$ cat src/rtl/core/sdu_pkg.sv
// Shared types and constants for the diagonal-update block.
// Used by sdu_ctrl, sdu_div, sdu_dp and sse_diagonal_update_top; no dependencies.
package sdu_pkg;

  localparam int MAX_SLOTS = 1024;
  localparam int SLOT_AW   = $clog2(MAX_SLOTS);
  localparam int MAX_SITES = 256;
  localparam int SITE_AW   = $clog2(MAX_SITES);

  // field widths
  localparam int CODE_W  = 11;
  localparam int CNT_W   = 11;
  localparam int DIM_W   = 2;
  localparam int LEN_W   = 9;
  localparam int CUT_W   = 11;
  localparam int BETA_W  = 24;
  localparam int WGT_W   = 20;
  localparam int RB_W    = 9;
  localparam int RU_W    = 16;
  localparam int BOND_W  = 10;
  localparam int NS_W    = 18;   // site count, up to 511*511
  localparam int NB_W    = 19;   // bond count
  localparam int CFG_AW  = 3;
  localparam int CFG_DW  = 24;
  localparam int IN_DW   = 40;
  localparam int OUT_DW  = 32;
  localparam int DIV_STEPS = BOND_W;

  // configuration register indexes
  localparam logic [CFG_AW-1:0] CFG_DIM    = 3'd0;
  localparam logic [CFG_AW-1:0] CFG_LEN    = 3'd1;
  localparam logic [CFG_AW-1:0] CFG_CUTOFF = 3'd2;
  localparam logic [CFG_AW-1:0] CFG_BETA   = 3'd3;
  localparam logic [CFG_AW-1:0] CFG_W_UP   = 3'd4;
  localparam logic [CFG_AW-1:0] CFG_W_ANTI = 3'd5;
  localparam logic [CFG_AW-1:0] CFG_W_DOWN = 3'd6;

  localparam logic [DIM_W-1:0] DIM_SQUARE = 2'd2;

  // commands from controller to datapath
  typedef struct packed {
    logic take;     // latch input item
    logic clr;      // clear one slot entry
    logic load;     // write loaded spin
    logic rd;       // read slot entry
    logic dec;      // decode slot code, start divider
    logic div_step; // one divider step
    logic sites;    // compute bond endpoints
    logic spin;     // read both spins
    logic mul1;     // beta * weight
    logic mul2;     // partial products with bond count
    logic mul3;     // sum the partial products
    logic mul4;     // products with r
    logic cmp;      // decide and update
    logic flip0;    // flip first spin
    logic flip1;    // flip second spin
    logic fin;      // load output register, advance pointer
  } cmd_t;

  // status from datapath to controller
  typedef struct packed {
    logic clr_last;
    logic is_load;
    logic bad;
    logic off_diag;
    logic div_last;
    logic out_free;
  } status_t;

endpackage

$ cat src/rtl/core/sdu_ctrl.sv
// Controller state machine for the diagonal update.
// Depends on sdu_pkg (cmd_t, status_t).
module sdu_ctrl (
  input  logic             clk,
  input  logic             rst,
  input  logic             in_valid,
  output logic             in_ready,
  input  sdu_pkg::status_t st,
  output sdu_pkg::cmd_t    cmd
);

  typedef enum logic [3:0] {
    S_CLEAR, S_IDLE, S_LOAD, S_READ, S_DECODE, S_DIVIDE, S_SITES, S_SPIN,
    S_WEIGHT, S_MUL2, S_MUL3, S_MUL4, S_COMPARE, S_FLIP0, S_FLIP1, S_FINISH
  } state_t;

  state_t state;

  assign in_ready = (state == S_IDLE);

  // command decode
  always_comb begin
    cmd          = '0;
    cmd.take     = (state == S_IDLE) && in_valid;
    cmd.clr      = (state == S_CLEAR);
    cmd.load     = (state == S_LOAD);
    cmd.rd       = (state == S_READ);
    cmd.dec      = (state == S_DECODE);
    cmd.div_step = (state == S_DIVIDE);
    cmd.sites    = (state == S_SITES);
    cmd.spin     = (state == S_SPIN);
    cmd.mul1     = (state == S_WEIGHT);
    cmd.mul2     = (state == S_MUL2);
    cmd.mul3     = (state == S_MUL3);
    cmd.mul4     = (state == S_MUL4);
    cmd.cmp      = (state == S_COMPARE);
    cmd.flip0    = (state == S_FLIP0);
    cmd.flip1    = (state == S_FLIP1);
    cmd.fin      = (state == S_FINISH) && st.out_free;
  end

  // state register
  always_ff @(posedge clk) begin
    if (rst) begin
      state <= S_CLEAR;
    end else begin
      unique case (state)
        S_CLEAR:   if (st.clr_last) state <= S_IDLE;
        S_IDLE:    if (in_valid) state <= st.is_load ? S_LOAD : S_READ;
        S_LOAD:    state <= S_FINISH;
        S_READ:    state <= S_DECODE;
        S_DECODE:  state <= st.bad ? S_FINISH : S_DIVIDE;
        S_DIVIDE:  if (st.div_last) state <= S_SITES;
        S_SITES:   state <= S_SPIN;
        S_SPIN:    state <= S_WEIGHT;
        S_WEIGHT:  state <= st.off_diag ? S_FLIP0 : S_MUL2;
        S_MUL2:    state <= S_MUL3;
        S_MUL3:    state <= S_MUL4;
        S_MUL4:    state <= S_COMPARE;
        S_COMPARE: state <= S_FINISH;
        S_FLIP0:   state <= S_FLIP1;
        S_FLIP1:   state <= S_FINISH;
        S_FINISH:  if (st.out_free) state <= S_IDLE;
        default:   state <= S_IDLE;
      endcase
    end
  end

endmodule

$ cat config.mk
export PLATFORM = sky130hd
export DESIGN_NAME = sdu_ctrl
export DESIGN_NICKNAME = d
export VERILOG_FILES = /design/src/rtl/core/sdu_pkg.sv /design/src/rtl/core/sdu_ctrl.sv
export SDC_FILE = /design/constraint.sdc
export NUM_CORES = 1
export LEC_CHECK = 0
export BUFFER_PORTS_ARGS = -buffer_cell sky130_fd_sc_hd__buf_2
export CORE_AREA = 2 2 39 41
export DETAILED_ROUTE_END_ITERATION = 6
export DIE_AREA = 0 0 41 43
export SYNTH_ARGS = -nofsm -noshare
export SYNTH_HDL_FRONTEND = slang
export SYNTH_SLANG_ARGS = --single-unit
$ cat constraint.sdc
create_clock -name clk -period 1.4 [get_ports clk]
set_input_delay 0.07 -clock clk [delete_from_list [all_inputs] [get_ports clk]]
set_output_delay 0.07 -clock clk [all_outputs]
set_load 0.005 [all_outputs]
# After elaboration in Yosys (flattened, before gate mapping)
# Cells that the tools add are included.
[op_classes] eq_ne=19 n_mux=8 reduce_logical=5
[ops] op="$pmux 4 s14" n=1
[ops] op="$eq 4x4->1 const B" n=8
[ops] op="$mux 4" n=5
[ops] op="$eq 4x3->1 const B" n=4
[ops] op="$eq 4x2->1 const B" n=2
[ops] op="$ne 2x2->1 const B" n=4
[ops] op="$eq 4x1->1 const B" n=1
[ops] op="$logic_not 4->1" n=1
[ops] op="$reduce_and 4->1" n=1
[ops] op="$mux 3" n=1
[ops] op="$reduce_or 3->1" n=1
[ops] op="$logic_and 1x1->1" n=2
[ops] op="$mux 1" n=1
[word_totals] reg_bits=4 output_inout_bits=17 elab_cells=33

# Depth between registers and ports, before layout
[depth] depth_word=3 ltp_mapped=5

# Worst setup path before layout
# OpenSTA, ideal clock, no wires.
[synth_path] path_type="flip-flop to flip-flop" startpoint="reg state[3]" endpoint="reg state[1]" arrival_time_ns=1.136 setup_slack_ns=0.147 path_stages_with_launch=6 path_buffers=1 period_less_slack_ns=1.253 path_cell_list="dfxtp_1 -> or3_1 -> buf_2 -> a21oi_2 -> nor3_1 -> a22o_1"
[synth_between] elab_chain_len=3 elab_cells_between_ends=23 cone_classes="eq/ne (19); mux (1); reduce/logical (3)"
[synth_lines] item="from (decl)" line="sdu_ctrl.sv:17" source="state_t state;"
[synth_lines] item="from (signal assigned)" line="sdu_ctrl.sv:49" source="S_IDLE: if (in_valid) state <= st.is_load ? S_LOAD : S_READ;"
[synth_lines] item="from (signal assigned)" line="sdu_ctrl.sv:52" source="S_DECODE: state <= st.bad ? S_FINISH : S_DIVIDE;"
[synth_lines] item="from (signal assigned)" line="sdu_ctrl.sv:56" source="S_WEIGHT: state <= st.off_diag ? S_FLIP0 : S_MUL2;"
[synth_lines] item="$eq 4x4->1 (tied with other cells)" line="sdu_ctrl.sv:47" source="unique case (state)"
[synth_lines] item="$reduce_or 3->1 (no source line) or $ne 2x2->1 (tied branches)"
[synth_lines] item="$pmux 4 s14 or $reduce_and 4->1 (tied branches)"
# Several ways; a longest one is shown, not always the timed one.
# A chain may end at the register's enable or synchronous reset.

==> results.py <==
metrics = {
    "status": {
        "status": "complete, no violations",
    },
    "power": {
        "p_leak_nw": 0.285,
        "total_power_mw": 1.15,
        "p_sw_mw": 0.546,
        "ir_worst_vdd_v": 0.000571,
        "p_per_area_nw_per_um2": 1980,
        "power_frac_clock_pct": 12.3,
        "p_int_mw": 0.608,
        "power_frac_seq_pct": 23.2,
        "combPwrFrac_pct": 64.5,
        "swShare_pct": 47.3,
    },
    "cells_and_area": {
        "regMostFlops": "state",
        "largest_reg_flops": 4,
        "largestRegisters": "state (4)",
        "layout_common_cells": "25 x buf_2, 15 x nor2_1, 7 x nor3_1",
        "final_util_pct": 42.0,
        "finish.net_count": 102,
        "final_common_cell": "buf_2",
        "fillers": 159,
        "ff_latch_area_um2": 82.6,
        "multi_input_area_um2": 287,
        "area_delta_synth_final_pct": 49.5,
        "design_area_um2": 582,
        "drive_gt1_share_pct": 46.2,
        "diodes": 0,
    },
    "worst_setup_path": {
        "rr_worst_depth": 4,
        "cp-start-kind": "flip-flop",
        "max_stage_delay_ns": 0.37,
        "critical_path.startpoint": "state[3]",
        "worstPathMaxFanout": 10,
        "cpLargestDelayFamily": "simple AND/OR/NAND/NOR gates",
        "critPathBufInv": 2,
        "cp-end-kind": "primary output",
        "r2r_slack_ns": 0.06,
        "cpMaxStageDelayCell": "dfxtp_2",
        "arrival_ns": 1.27,
        "crit_chain": "buf_4 > nand2_2 > nor2_2 > and2_1 > buf_2",
        "worstPathRequired_ns": 1.33,
        "critPathKind": "flip-flop to primary output",
        "reg2reg_from": "state[1]",
        "r2r_end": "state[1]",
    },
    "synthesis": {
        "synth.top_cell.area_share_pct": 20.6,
        "synth_top_cell_by_area": "dfxtp_1",
        "synth.distinct_cells": 24,
        "synth_area_um2": 389,
        "synth_seq_area_share_pct": 20.6,
        "ys_ff_latch": 4,
        "syn-num-nets": 73,
        "ys_top_cells_by_area": "dfxtp_1 21%, nor2_1 15%, nor3_1 9.0%",
        "netlist_instances": 64,
        "syn_area_per_cell_um2": 6.08,
        "ys_warn_count": 0,
    },
    "detailed_routing": {
        "vias": 523,
        "antenna_left": 0,
        "drt_first_pass_iters": 3,
        "wirelength_um": 1240,
        "viasPerCell": 4.89,
        "drt_iter0_drc": 4,
        "post_drt_wl_per_cell_um": 11.6,
        "post-route-drc-count": 0,
    },
    "timing": {
        "rsz0062_at_grt": "yes",
        "holdWs_ns": 0.0698,
        "fmax_mhz": 745,
        "fin_worst_skew_ns": 0.00420,
        "period_share_pct": 95.9,
        "setup-violations-final": 0,
        "period_needed_ns": 1.34,
        "finalHoldViolCount": 0,
        "worst_pin_slew_ns": 0.303,
        "tns_ns": 0,
        "drv_slew": 0,
        "relSlewSlack_pct": 79.7,
    },
    "clock_tree": {
        "cts_made_buffers": 3,
        "clk_path_buf_depth": 2,
        "insertion_delay_ns": 0.23,
        "cts_root_buf": "clkbuf_4",
        "clk_pin_slew_ns": 0.04,
        "ctsHoldBuffers": 0,
        "cts_tree": "built",
        "h-tree-depth": 1,
        "cts_sinks": 4,
        "post-cts-setup-buffer-count": 0,
    },
    "run": {
        "maxCapViolCount": 0,
    },
    "die": {
        "start_util_pct": 28.1,
        "fp.dieW_um": 41,
        "io_pins": 26,
        "core_area_um2": 1380,
        "fp.dieH_um": 43,
        "dieArea_um2": 1760,
        "rows": 14,
    },
    "grt": {
        "overflow": 0,
        "grt_pass1_wl_um": 1670,
        "grt_max_degree": 11,
        "first_global_vias": 414,
        "grt_usage_pct": 13.5,
        "grt_antenna_before_repair": 0,
    },
    "placed_design": {
        "gp_congestion": 0.852,
        "io_buffers": 25,
        "dpl_cell_area_um2": 543,
        "detailed_place_hpwl_um": 932,
    },
    "worst_hold_path": {
        "min_to": "state[3]",
        "min_delay_path_depth": 2,
        "hold_class": "input pin to flip-flop",
        "min-delay-start": "rst",
    },
}
## timing repair
item / CTS / global route
setup endpoints to repair: 1 / 6
endpoints found under the hold margin: 0 / 0
pin swaps: 0 / 1
resized for setup: 2 / 4
cloned: 0 / 0
## through the flow
stage,cells,setup slack (ns)
2_1_floorplan,64,0.147
3_3_place_gp,104,0.0507
3_5_place_dp,104,0.0357
4_1_cts,107,0.0212
5_1_grt,107,-0.0439
6_report,107,0.0580
## final cells by class
type | count | share of cell area [%]
clock buffer | 3 | 3.87
sequential | 4 | 14.2
inverter | 2 | 1.29
tap | 16 | 3.44
timing repair buffer | 30 | 28.0
multi-input combinational | 52 | 49.2
## worst max path at each step
stage | depth (start not counted) | slack [ns] | to
5_1_grt | 5 | -0.04 | cmd[0]
2_1_floorplan | 5 | 0.15 | state[1]
3_5_place_dp | 4 | 0.04 | state[0]
6_report | 5 | 0.06 | cmd[0]
3_3_place_gp | 4 | 0.05 | state[0]
4_1_cts | 4 | 0.02 | state[0]
## logic make-up (layout without fill, tap and decap cells)
logic type / count (synthesis) / count (layout) / share of synthesized area (%)
simple gates: 38 / 38 / 44.1
compound gates: 13 / 13 / 23.5
flops: 4 / 4 / 20.6
mux: 1 / 1 / 2.57
buf+inv: 8 / 35 / 9.32
## routing by layer
layer / up-vias / wire (µm) / GRT usage [%]
met4: 0 / 0 / 4.00
met3: 0 / 75 / 3.14
li1: 273 / - / -
met2: 16 / 594 / 20.0
met1: 234 / 570 / 18.6
met5: - / 0 / 0
## power by group through the flow
stage	combinational, mW	clock [mW]	sequential, mW
CTS	0.710	0.148	0.250
detailed placement	0.706	0	0.249
global route	0.815	0.153	0.276
floorplan	0.554	0	0.187
global placement	0.711	0	0.247
finish	0.744	0.142	0.268
## worst reg2reg max path, delay by kind of cell, from the launching register on
kind	cells	cell delay, ns
simple gates	2	0.49
flops	1	0.38
compound gates	2	0.37
## cell usage after synthesis
library cell and instances:
o2111ai_1 1, mux2i_1 1, o21ai_0 2, buf_2 5
a21oi_1 4, a211oi_2 1, a21oi_2 1, a211oi_1 1
and2_1 1, nand2b_1 2, a22o_1 1, nor3_1 7
a31oi_1 1, or3_1 2, a31o_1 1, clkbuf_1 1
inv_1 1, nand2_1 7, inv_2 1, nand3_1 1
and3_1 1, nor2_1 16, nand3b_1 1, dfxtp_1 4
No activity file was read; power rests on OpenSTA's default activity.
